===== config.mk =====
export PLATFORM = sky130hd
export DESIGN_NAME = dmwc_ctrl
export DESIGN_NICKNAME = d
export VERILOG_FILES = /design/src/hdl/direct_mapped_writeback_cache_unit_macros.svh /design/src/hdl/dmwc_pkg.sv /design/src/hdl/dmwc_ctrl.sv
export SDC_FILE = /design/constraint.sdc
export NUM_CORES = 1
export LEC_CHECK = 0
export BUFFER_PORTS_ARGS = -buffer_cell sky130_fd_sc_hd__clkbuf_2
export CORE_AREA = 4 4 41 43
export DETAILED_ROUTE_END_ITERATION = 8
export DIE_AREA = 0 0 45 47
export PLACE_DENSITY = 0.41
export SYNTH_ARGS = -nofsm -noshare
export SYNTH_HDL_FRONTEND = slang
export SYNTH_SLANG_ARGS = --single-unit

===== constraint.sdc =====
create_clock -name clk -period 1.6 [get_ports clk]
set_input_delay 0.16 -clock clk [delete_from_list [all_inputs] [get_ports clk]]
set_output_delay 0.16 -clock clk [all_outputs]
set_load 0.01 [all_outputs]

===== src/hdl/direct_mapped_writeback_cache_unit_macros.svh =====
// assertion macros for the direct mapped write-back cache
`ifndef DIRECT_MAPPED_WRITEBACK_CACHE_UNIT_MACROS_SVH
`define DIRECT_MAPPED_WRITEBACK_CACHE_UNIT_MACROS_SVH
`ifndef SYNTHESIS
// same-cycle implication, checked on every rising clk edge out of reset
`define DMWC_ASSERT_SAME(label, ante, cons) \
    label: assert property (@(posedge clk) disable iff (!rst_n) (ante) |-> (cons)) \
        else $error("dmwc check failed");
// next-cycle implication
`define DMWC_ASSERT_NEXT(label, ante, cons) \
    label: assert property (@(posedge clk) disable iff (!rst_n) (ante) |=> (cons)) \
        else $error("dmwc check failed");
`else
`define DMWC_ASSERT_SAME(label, ante, cons)
`define DMWC_ASSERT_NEXT(label, ante, cons)
`endif
`endif


===== src/hdl/dmwc_pkg.sv =====
// shared constants and types for the direct mapped write-back cache
`timescale 1ns / 1ps
package dmwc_pkg;
    localparam int ADDR_BITS      = 16;
    localparam int LINES          = 64;
    localparam int BYTES_PER_LINE = 8;
    localparam int OFFSET_BITS    = $clog2(BYTES_PER_LINE);
    localparam int INDEX_BITS     = $clog2(LINES);
    localparam int TAG_BITS       = ADDR_BITS - INDEX_BITS - OFFSET_BITS;
    localparam int BLOCK_BITS     = ADDR_BITS - OFFSET_BITS;
    localparam int LINE_BITS      = BYTES_PER_LINE * 8;
    localparam int MEM_DEPTH      = 2 ** BLOCK_BITS;

    localparam logic CMD_READ  = 1'b0;
    localparam logic CMD_WRITE = 1'b1;

    typedef struct packed {
        logic                  dirty;
        logic [TAG_BITS-1:0]   tag;
        logic [LINE_BITS-1:0]  data;
    } line_t;

    // controller to datapath
    typedef struct packed {
        logic capture;   // latch item, read line store
        logic access;    // finish a hit
        logic evict;     // miss: write back victim, read new block
        logic refill;    // finish a miss with fetched block
        logic clear;     // one step of the backing memory clearing pass
    } ctl_t;

    // datapath to controller
    typedef struct packed {
        logic hit;
        logic clr_last;
    } status_t;
endpackage


===== src/hdl/dmwc_ctrl.sv =====
// cache controller state machine
`timescale 1ns / 1ps
module dmwc_ctrl (
    input  logic              clk,
    input  logic              rst_n,
    input  logic              start,
    input  dmwc_pkg::status_t status,
    output dmwc_pkg::ctl_t    ctl,
    output logic              busy
);
    import dmwc_pkg::*;

    typedef enum logic [3:0] {
        S_CLEAR  = 4'b0001,
        S_IDLE   = 4'b0010,
        S_LOOKUP = 4'b0100,
        S_FILL   = 4'b1000
    } state_t;

    state_t state_reg;
    state_t state_next;

    always_ff @(posedge clk or negedge rst_n)
    begin
        if (!rst_n)
        begin
            state_reg <= S_CLEAR;
        end
        else
        begin
            state_reg <= state_next;
        end
    end

    always_comb
    begin
        state_next = state_reg;
        ctl        = '0;
        unique case (state_reg)
            S_CLEAR:
            begin
                ctl.clear = 1'b1;
                if (status.clr_last)
                begin
                    state_next = S_IDLE;
                end
            end
            S_IDLE:
            begin
                if (start)
                begin
                    ctl.capture = 1'b1;
                    state_next  = S_LOOKUP;
                end
            end
            S_LOOKUP:
            begin
                if (status.hit)
                begin
                    ctl.access = 1'b1;
                    state_next = S_IDLE;
                end
                else
                begin
                    ctl.evict  = 1'b1;
                    state_next = S_FILL;
                end
            end
            S_FILL:
            begin
                ctl.refill = 1'b1;
                state_next = S_IDLE;
            end
            default:
            begin
                state_next = S_IDLE;
            end
        endcase
    end

    assign busy = (state_reg != S_IDLE);
endmodule


==> flow_metrics.env, run 1 <==
export IMPL_muxShareOfSynthArea_pct=0
export IMPL_io_buffers=10
export IMPL_critPathRequiredTime_ns=1.44
export IMPL_fillers=152
export IMPL_insertion_delay_ns=0.23
export IMPL_crit_path_end_kind="output port"
export IMPL_slew_limit_headroom_pct=77.6
export IMPL_die_h_um=47
export IMPL_final_antenna_net_count=0
export IMPL_fp_dieW_um=45
export IMPL_synth_edf_count=0
export IMPL_rsz0062_at_grt="true"
export IMPL_p_per_area_mw_per_mm2=1020
export IMPL_yosysUniqueCellTypes=14
export IMPL_start_kind="flop"
export IMPL_numCtsBuffers=3
export IMPL_overflow=0
export IMPL_ys_ff_latch=4
export IMPL_synth_top_family_by_area="simple AND/OR/NAND/NOR gates"
export IMPL_crit_fanout=3
export IMPL_grt_pass1_wl_um=924
export IMPL_crit_type="flop to output port"
export IMPL_fin_setup_tns_ns=0
export IMPL_dpl_cell_area_um2=290
export IMPL_syn_instance_count=21
export IMPL_cts_tree="built"
export IMPL_max_clock_freq_mhz=631
export IMPL_grt_met2_usage_pct=11.0
export IMPL_synthTopCellsByArea="dfrtp_1 34%, dfstp_2 12%, nor4_1 8.5%"
export IMPL_grt_pass1_vias=232
export IMPL_ios=11
export IMPL_wl_per_cell_um=10.9
export IMPL_timing_final_max_slew_violations=0
export IMPL_finalCritPeriodShare_pct=99.1
export IMPL_vias=238
export IMPL_grt_start_max_net_pins=8
export IMPL_cts_sinks=4
export IMPL_largest_reg_flops=4
export IMPL_max_vdd_ir_drop_uv=591
export IMPL_grt_busiest_layer="met2"
export IMPL_cts_max_level=1
export IMPL_n_antenna_cell=0
export IMPL_fin_area_um2=378
export IMPL_use_met1_pct=6.44
export IMPL_hold_path_class="input port to flop"
export IMPL_synth_common_cells="3 x dfrtp_1, 3 x nor4_1, 2 x nand2b_1, 2 x nor2_1, 2 x nor4b_1"
export IMPL_rows=13
export IMPL_grt_util_met3_pct=3.45
export IMPL_gp_congestion=0.714
export IMPL_fin_skew_ns=0.00111
export IMPL_hold_ws_ns=0.0740
export IMPL_nets=48
export IMPL_synth_area_um2=221
export IMPL_synth_largest_area_cell="dfrtp_1"
export IMPL_synth_warnings=0
export IMPL_synth_compound_area_share_pct=6.78
export IMPL_synth_top_area_share_pct=33.9
export IMPL_async_flop_share_pct=100
export IMPL_clk_pin_slew_ns=0.04
export IMPL_maxCapViolCount=0
export IMPL_start_util_pct=17.0
export IMPL_avgViaCountPerCell=4.18
export IMPL_worstPathArrival_ns=1.43
export IMPL_tightest_slew_ns=0.331
export IMPL_syn_avg_cell_area_um2=10.5
export IMPL_antenna_found_initial=0
export IMPL_leakage_uw=0.000180
export IMPL_yosysSeqAreaShare_pct=45.8
export IMPL_drt_iter0_markers=3
export IMPL_die_area_mm2=0.00212
export IMPL_layout_drive_gt1_share_pct=57.1
export IMPL_syn_to_final_growth_pct=70.6
export IMPL_drc=0
export IMPL_synth_fa_ha_area_share_pct=0
export IMPL_hpwl_um=428
export IMPL_status="finished clean"
export IMPL_hold_violations=0
export IMPL_setup_viol=0
export IMPL_firstDrtPassIters=2
export IMPL_layout_min_cycle_time_ns=1.59
export IMPL_syn_nets=26
export IMPL_cts_max_path_buffers=2
export IMPL_synth_xor_xnor_area_share_pct=0
export IMPL_synth_ff_type="dfrtp_1"
export IMPL_root_buffer="clkbuf_4"
export IMPL_core_mm2=0.00130
export IMPL_routed_wl_um=621
export IMPL_synth_simple_area_share_pct=42.4
export IMPL_track_usage_pct=6.26
## layer usage
layer | part of all wire [%] | vias up | wire length (um)
met5 | 0 | - | 0
met4 | 0 | 0 | 0
met3 | 6.6 | 0 | 41
met2 | 53 | 6 | 329
met1 | 40 | 113 | 250
li1 | - | 119 | -
## critical path, stage by stage, from the launching register on
cell and delay [ns]:
dfrtp_1 0.38, or4b_4 0.57, nor2_4 0.14, buf_6 0.11
## per-stage QoR
step / util (%) / worst slack [ns] / total power, uW / cells
after floorplan: - / 0.343 / 191 / 21
after global placement: 22.3 / 0.219 / 223 / 46
after detailed placement: 22.3 / 0.210 / 223 / 46
after CTS: 26.8 / -0.000707 / 380 / 54
after global routing: 29.0 / -0.0284 / 413 / 57
final: 29.0 / 0.0146 / 387 / 57
## cell families after synthesis
family,after synthesis
flip-flops,4
AND/OR/NAND/NOR,13
buffers and inverters,2
AO/OA/AOI/OAI,2
## final cells by class
class                      count  area (um^2)  area share (%)
sequential                     4          101            26.8
timing repair buffer          18          119            31.5
inverter                       1         3.75           0.993
multi-input combinational     15          109            28.8
tap                           15         18.8            4.97
clock buffer                   4         26.3            6.95
## path summary, 6_finish.rpt
| path | from | end | slack, ns | cells past startpoint |
|---|---|---|---|---|
| min in group asynchronous | rst_n | state_reg[2]$_DFFE_PN0P_ | 0.26 | 2 |
| worst min-delay path | status[0] | state_reg[0]$_DFFE_PN1P_ | 0.07 | 2 |
| max in group asynchronous | rst_n | state_reg[0]$_DFFE_PN1P_ | 1.13 | 2 |
| worst max register to register | state_reg[2]$_DFFE_PN0P_ | state_reg[1]$_DFFE_PN0P_ | 0.26 | 4 |
| worst max-delay path | state_reg[2]$_DFFE_PN0P_ | ctl[4] | 0.01 | 3 |
| worst min register to register | state_reg[1]$_DFFE_PN0P_ | state_reg[0]$_DFFE_PN1P_ | 0.55 | 2 |
## repair_timing
action	in CTS	in global routing
hold buffers	1	0
endpoints found under the setup margin	1	2
pin swaps	1	2
buffers inserted	3	3
resized for setup	0	2
hold endpoints to repair	4	0
## cell usage in the layout (no fill, tap or decap)
| cell | count |
|---|---|
| a21oi_2 | 1 |
| buf_4 | 7 |
| buf_6 | 1 |
| clkbuf_1 | 1 |
| clkbuf_2 | 9 |
| clkbuf_4 | 3 |
| dfrtp_1 | 3 |
| dfstp_2 | 1 |
| dlygate4sd3_1 | 1 |
| inv_1 | 1 |
| nand2b_1 | 2 |
| nor2_1 | 2 |
| nor2_4 | 1 |
| nor3_1 | 1 |
| nor4_1 | 3 |
| nor4b_1 | 2 |
| o22ai_1 | 1 |
| or2b_1 | 1 |
| or4b_4 | 1 |
## power by group
group / internal, uW / switching (uW)
sequential: 113 / 6.25
clock: 93.8 / 45.1
combinational: 67.6 / 61.5
Power figures use the tool's default switching activity.
==> inputs of run 2 (changes only) <==
--- a/config.mk
+++ b/config.mk
@@ -7,6 +7,7 @@
 export LEC_CHECK = 0
 export BUFFER_PORTS_ARGS = -buffer_cell sky130_fd_sc_hd__clkbuf_2
 export CORE_AREA = 4 4 41 43
+export CTS_BUF_LIST = sky130_fd_sc_hd__clkbuf_4
 export DETAILED_ROUTE_END_ITERATION = 8
 export DIE_AREA = 0 0 45 47
 export PLACE_DENSITY = 0.41
==> constraint.sdc (replaced) <==
create_clock -name clk -period 1.7 [get_ports clk]
set_input_delay 0.17 -clock clk [delete_from_list [all_inputs] [get_ports clk]]
set_output_delay 0.17 -clock clk [all_outputs]
set_load 0.01 [all_outputs]
==> flow_metrics.env, run 2 (synthesis results as in run 1) <==
export IMPL_status="finished clean"
export IMPL_core_mm2=0.00130
export IMPL_crit_fanout=6
export IMPL_timing_final_max_slew_violations=0
export IMPL_critPathRequiredTime_ns=1.53
export IMPL_n_antenna_cell=0
export IMPL_largest_reg_flops=4
export IMPL_antenna_found_initial=0
export IMPL_max_vdd_ir_drop_uv=374
export IMPL_tightest_slew_ns=0.264
export IMPL_layout_drive_gt1_share_pct=54.3
export IMPL_gp_congestion=0.742
export IMPL_setup_viol=0
export IMPL_routed_wl_um=544
export IMPL_fin_skew_ns=0.00453
export IMPL_fin_setup_tns_ns=0
export IMPL_layout_min_cycle_time_ns=1.65
export IMPL_ios=11
export IMPL_slew_limit_headroom_pct=82.2
export IMPL_avgViaCountPerCell=4.40
export IMPL_power_uw=351
export IMPL_layout_commonest_cell="clkbuf_2"
export IMPL_cts_max_path_buffers=2
export IMPL_cts_max_level=1
export IMPL_wl_per_cell_um=10.9
export IMPL_rsz0062_at_grt="false"
export IMPL_cts_sinks=4
export IMPL_max_clock_freq_mhz=605
export IMPL_regToRegStartpoint="state_reg[0]$_DFFE_PN1P_"
export IMPL_mostFrequentLayoutCells="10 x clkbuf_2, 4 x clkbuf_4, 3 x nor4_1"
export IMPL_fp_dieW_um=45
export IMPL_rows=13
export IMPL_hold_violations=0
export IMPL_io_buffers=10
export IMPL_leakage_uw=0.000144
export IMPL_regToRegSetupSlack_ns=0.44
export IMPL_start_util_pct=17.0
export IMPL_regToRegEndpoint="state_reg[1]$_DFFE_PN0P_"
export IMPL_clk_pin_slew_ns=0.04
export IMPL_crit_path_end_kind="output port"
export IMPL_reg2reg_depth=3
export IMPL_cts_tree="built"
export IMPL_nets=41
export IMPL_grt_start_max_net_pins=9
export IMPL_track_usage_pct=6.58
export IMPL_hpwl_um=419
export IMPL_crit_path_end="ctl[4]"
export IMPL_hold_path_class="input port to flop"
export IMPL_final_antenna_net_count=0
export IMPL_fillers=149
export IMPL_vias=220
export IMPL_root_buffer="clkbuf_4"
export IMPL_grt_pass1_vias=230
export IMPL_p_per_area_mw_per_mm2=1080
export IMPL_numCtsBuffers=3
export IMPL_worstPathArrival_ns=1.48
export IMPL_grt_pass1_wl_um=903
export IMPL_start_kind="flop"
export IMPL_insertion_delay_ns=0.24
export IMPL_die_area_mm2=0.00212
export IMPL_overflow=0
export IMPL_drc=0
export IMPL_cp_startpoint="state_reg[3]$_DFFE_PN0P_"
export IMPL_firstDrtPassIters=2
export IMPL_finalCritPeriodShare_pct=97.2
export IMPL_syn_to_final_growth_pct=46.3
export IMPL_drt_iter0_markers=7
export IMPL_maxCapViolCount=0
export IMPL_die_h_um=47
export IMPL_crit_type="flop to output port"
[run 2: cell types whose count changed in the layout (fill, tap and decap cells not counted)]
cell and change:
buf_4 -7, buf_6 -1, clkbuf_1 -1, clkbuf_2 +1, clkbuf_4 +1, dfrtp_1 -1
dfrtp_2 +1
[run 2: report_power, final]
group | switching [uW] | internal [uW]
combinational | 41.4 | 38.0
sequential | 18.6 | 107
clock | 41.6 | 104
[run 2: routing by layer]
metal | GRT usage [%] | vias to the layer above | part of all wire [%]
li1 | - | 107 | -
met1 | 4.60 | 106 | 39
met2 | 12.7 | 5 | 56
met3 | 2.30 | 2 | 2.0
met4 | 7.02 | 0 | 2.9
met5 | 0 | - | 0
[run 2: timing repair]
item,4_1_cts,5_1_grt
gates resized for setup,0,1
buffers inserted,0,0
hold endpoints to repair,4,0
hold buffers,1,0
setup endpoints to repair,0,1
[run 2: stage by stage]
step	util [%]	hold slack, ns	std cells	setup slack, ns	area (um^2)
finish	24.9	0.0845	50	0.0469	324
global route	24.9	0.108	50	0.00548	324
CTS	24.8	0.0844	50	0.0325	323
detailed placement	21.7	-0.0229	45	0.298	283
global placement	21.7	-0.0227	45	0.302	283
floorplan	-	-0.126	21	0.433	221
[run 2: layout make-up]
class / count / area, um^2 / area share [%]
multi-input cells: 15 / 109 / 33.6
flip-flops and latches: 4 / 103 / 31.7
repair buffers: 11 / 60.1 / 18.5
clock buffers: 4 / 30.0 / 9.27
well taps: 15 / 18.8 / 5.79
inverters: 1 / 3.75 / 1.16
[run 2: how the worst min path moves through the flow]
stage          startpoint                  endpoint  slack [ns]  cells past startpoint
2_1_floorplan       rst_n  state_reg[1]$_DFFE_PN0P_       -0.13                      0
4_1_cts         status[0]  state_reg[0]$_DFFE_PN1P_        0.08                      2
3_3_place_gp        rst_n  state_reg[2]$_DFFE_PN0P_       -0.02                      1
6_report        status[0]  state_reg[0]$_DFFE_PN1P_        0.08                      2
3_5_place_dp        rst_n  state_reg[1]$_DFFE_PN0P_       -0.02                      1
5_1_grt         status[0]  state_reg[0]$_DFFE_PN1P_        0.11                      2
[run 2: critical path, stage by stage (launching register included)]
cell      delay (ns)
dfrtp_1         0.43
or4b_4          0.57
nor2_4          0.11
clkbuf_2        0.14
==> inputs of run 3 (changes only) <==
--- a/config.mk
+++ b/config.mk
@@ -10,6 +10,7 @@
 export CTS_BUF_LIST = sky130_fd_sc_hd__clkbuf_4
 export DETAILED_ROUTE_END_ITERATION = 8
 export DIE_AREA = 0 0 45 47
+export HOLD_SLACK_MARGIN = 0.12
 export PLACE_DENSITY = 0.41
 export SYNTH_ARGS = -nofsm -noshare
 export SYNTH_HDL_FRONTEND = slang
==> flow_metrics.env, run 3 (synthesis results as in run 1) <==
export IMPL_wl_per_cell_um=10.6
export IMPL_fin_skew_ns=0.00461
export IMPL_reg2reg_depth=3
export IMPL_path_depth=3
export IMPL_numCtsBuffers=3
export IMPL_ios=11
export IMPL_cpPeakStageDelay_ns=0.57
export IMPL_io_buffers=10
export IMPL_die_area_mm2=0.00212
export IMPL_finalCritPeriodShare_pct=96.8
export IMPL_start_util_pct=17.0
export IMPL_root_buffer="clkbuf_4"
export IMPL_crit_slowest_cell="or4b_4"
export IMPL_status="finished clean"
export IMPL_mostFrequentLayoutCells="10 x clkbuf_2, 4 x clkbuf_4, 3 x nor4_1"
export IMPL_drt_iter0_markers=7
export IMPL_grt_pass1_wl_um=910
export IMPL_tightest_slew_ns=0.264
export IMPL_layout_commonest_cell="clkbuf_2"
export IMPL_cts_tree="built"
export IMPL_power_uw=353
export IMPL_critPathRequiredTime_ns=1.53
export IMPL_path_buf_inv=1
export IMPL_insertion_delay_ns=0.24
export IMPL_grt_start_max_net_pins=9
export IMPL_fillers=149
export IMPL_path_cells="or4b_4, nor2_4, clkbuf_2"
export IMPL_crit_type="flop to output port"
export IMPL_slew_limit_headroom_pct=82.2
export IMPL_cp_startpoint="state_reg[3]$_DFFE_PN0P_"
export IMPL_n_antenna_cell=0
export IMPL_syn_to_final_growth_pct=50.8
export IMPL_layout_drive_gt1_share_pct=52.8
export IMPL_gp_congestion=0.742
export IMPL_crit_fanout=6
export IMPL_hold_violations=0
export IMPL_max_vdd_ir_drop_uv=374
export IMPL_track_usage_pct=6.58
export IMPL_maxCapViolCount=0
export IMPL_antenna_found_initial=0
export IMPL_die_h_um=47
export IMPL_routed_wl_um=542
export IMPL_firstDrtPassIters=2
export IMPL_setup_viol=0
export IMPL_hpwl_um=419
export IMPL_core_mm2=0.00130
export IMPL_rows=13
export IMPL_holdCritStartpoint="status[1]"
export IMPL_stdcell_count=51
export IMPL_cts_setup_buffers=0
export IMPL_layout_min_cycle_time_ns=1.65
export IMPL_drc=0
export IMPL_nets=42
export IMPL_largest_reg_flops=4
export IMPL_overflow=0
export IMPL_vias=225
export IMPL_rsz0062_at_grt="false"
export IMPL_clk_pin_slew_ns=0.04
export IMPL_cts_max_level=1
export IMPL_cp_top_family="simple AND/OR/NAND/NOR gates"
export IMPL_dp_cells=45
export IMPL_grt_pass1_vias=236
export IMPL_max_clock_freq_mhz=608
export IMPL_start_kind="flop"
export IMPL_avgViaCountPerCell=4.41
export IMPL_cts_sinks=4
export IMPL_fp_dieW_um=45
export IMPL_hold_path_class="input port to flop"
export IMPL_leakage_uw=0.000148
export IMPL_worstPathArrival_ns=1.48
export IMPL_whs_path_depth=2
export IMPL_fin_setup_tns_ns=0
export IMPL_p_per_area_mw_per_mm2=1060
export IMPL_regToRegStartpoint="state_reg[0]$_DFFE_PN1P_"
export IMPL_cts_max_path_buffers=2
export IMPL_crit_path_end_kind="output port"
export IMPL_timing_final_max_slew_violations=0
export IMPL_final_antenna_net_count=0
-- run 3: cell types whose count changed in the layout (fill, tap and decap cells not counted) --
cell / previous run / this run
dlygate4sd3_1: 1 / 2
-- run 3: path summary, 6_finish.rpt --
kind	slack [ns]	end
max in group asynchronous	1.22	state_reg[0]$_DFFE_PN1P_
worst max register to register	0.44	state_reg[1]$_DFFE_PN0P_
worst max-delay path	0.05	ctl[4]
worst min register to register	0.50	state_reg[0]$_DFFE_PN1P_
worst min-delay path	0.14	state_reg[3]$_DFFE_PN0P_
min in group asynchronous	0.27	state_reg[2]$_DFFE_PN0P_
-- run 3: final cells by class --
| cell class | count | area (um^2) | area share [%] |
|---|---|---|---|
| clock buffers | 4 | 30.0 | 8.99 |
| inverters | 1 | 3.75 | 1.12 |
| multi-input cells | 15 | 109 | 32.6 |
| flip-flops and latches | 4 | 103 | 30.7 |
| well taps | 15 | 18.8 | 5.62 |
| repair buffers | 12 | 70.1 | 21.0 |
-- run 3: stage by stage --
step	cell area [um^2]	util [%]	setup WS, ns	hold slack, ns
floorplan	221	-	0.433	-0.126
finish	334	25.7	0.0545	0.140
global route	334	25.7	0.00548	0.157
global placement	283	21.7	0.302	-0.0227
detailed placement	283	21.7	0.298	-0.0229
CTS	333	25.6	0.0325	0.142
-- run 3: what timing repair did --
action / in CTS / in global routing
hold endpoints to repair: 5 / 0
setup endpoints to repair: 0 / 1
resized for setup: 0 / 1
hold buffers: 2 / 0
-- run 3: metal layers --
| layer | share of wire [%] | track usage (%) | wire length [um] |
|---|---|---|---|
| met1 | 39 | 4.60 | 210 |
| met2 | 56 | 12.7 | 303 |
| met3 | 2.0 | 2.30 | 11 |
| met4 | 3.0 | 7.02 | 16 |
| met5 | 0 | 0 | 0 |
-- run 3: report_power, final --
part | leakage (uW) | internal, uW | total, uW | switching, uW
logic | 0.0000831 | 39.5 | 81.0 | 41.6
clock network | 0.0000184 | 104 | 146 | 41.6
registers | 0.0000468 | 107 | 126 | 18.6
-- run 3: worst register-to-register path, delay by kind of cell (launching register included) --
family / cells / cell delay (ns)
DFF: 1 / 0.58
and+or+nand+nor: 1 / 0.27
AOI/OAI and AO/OA: 2 / 0.29
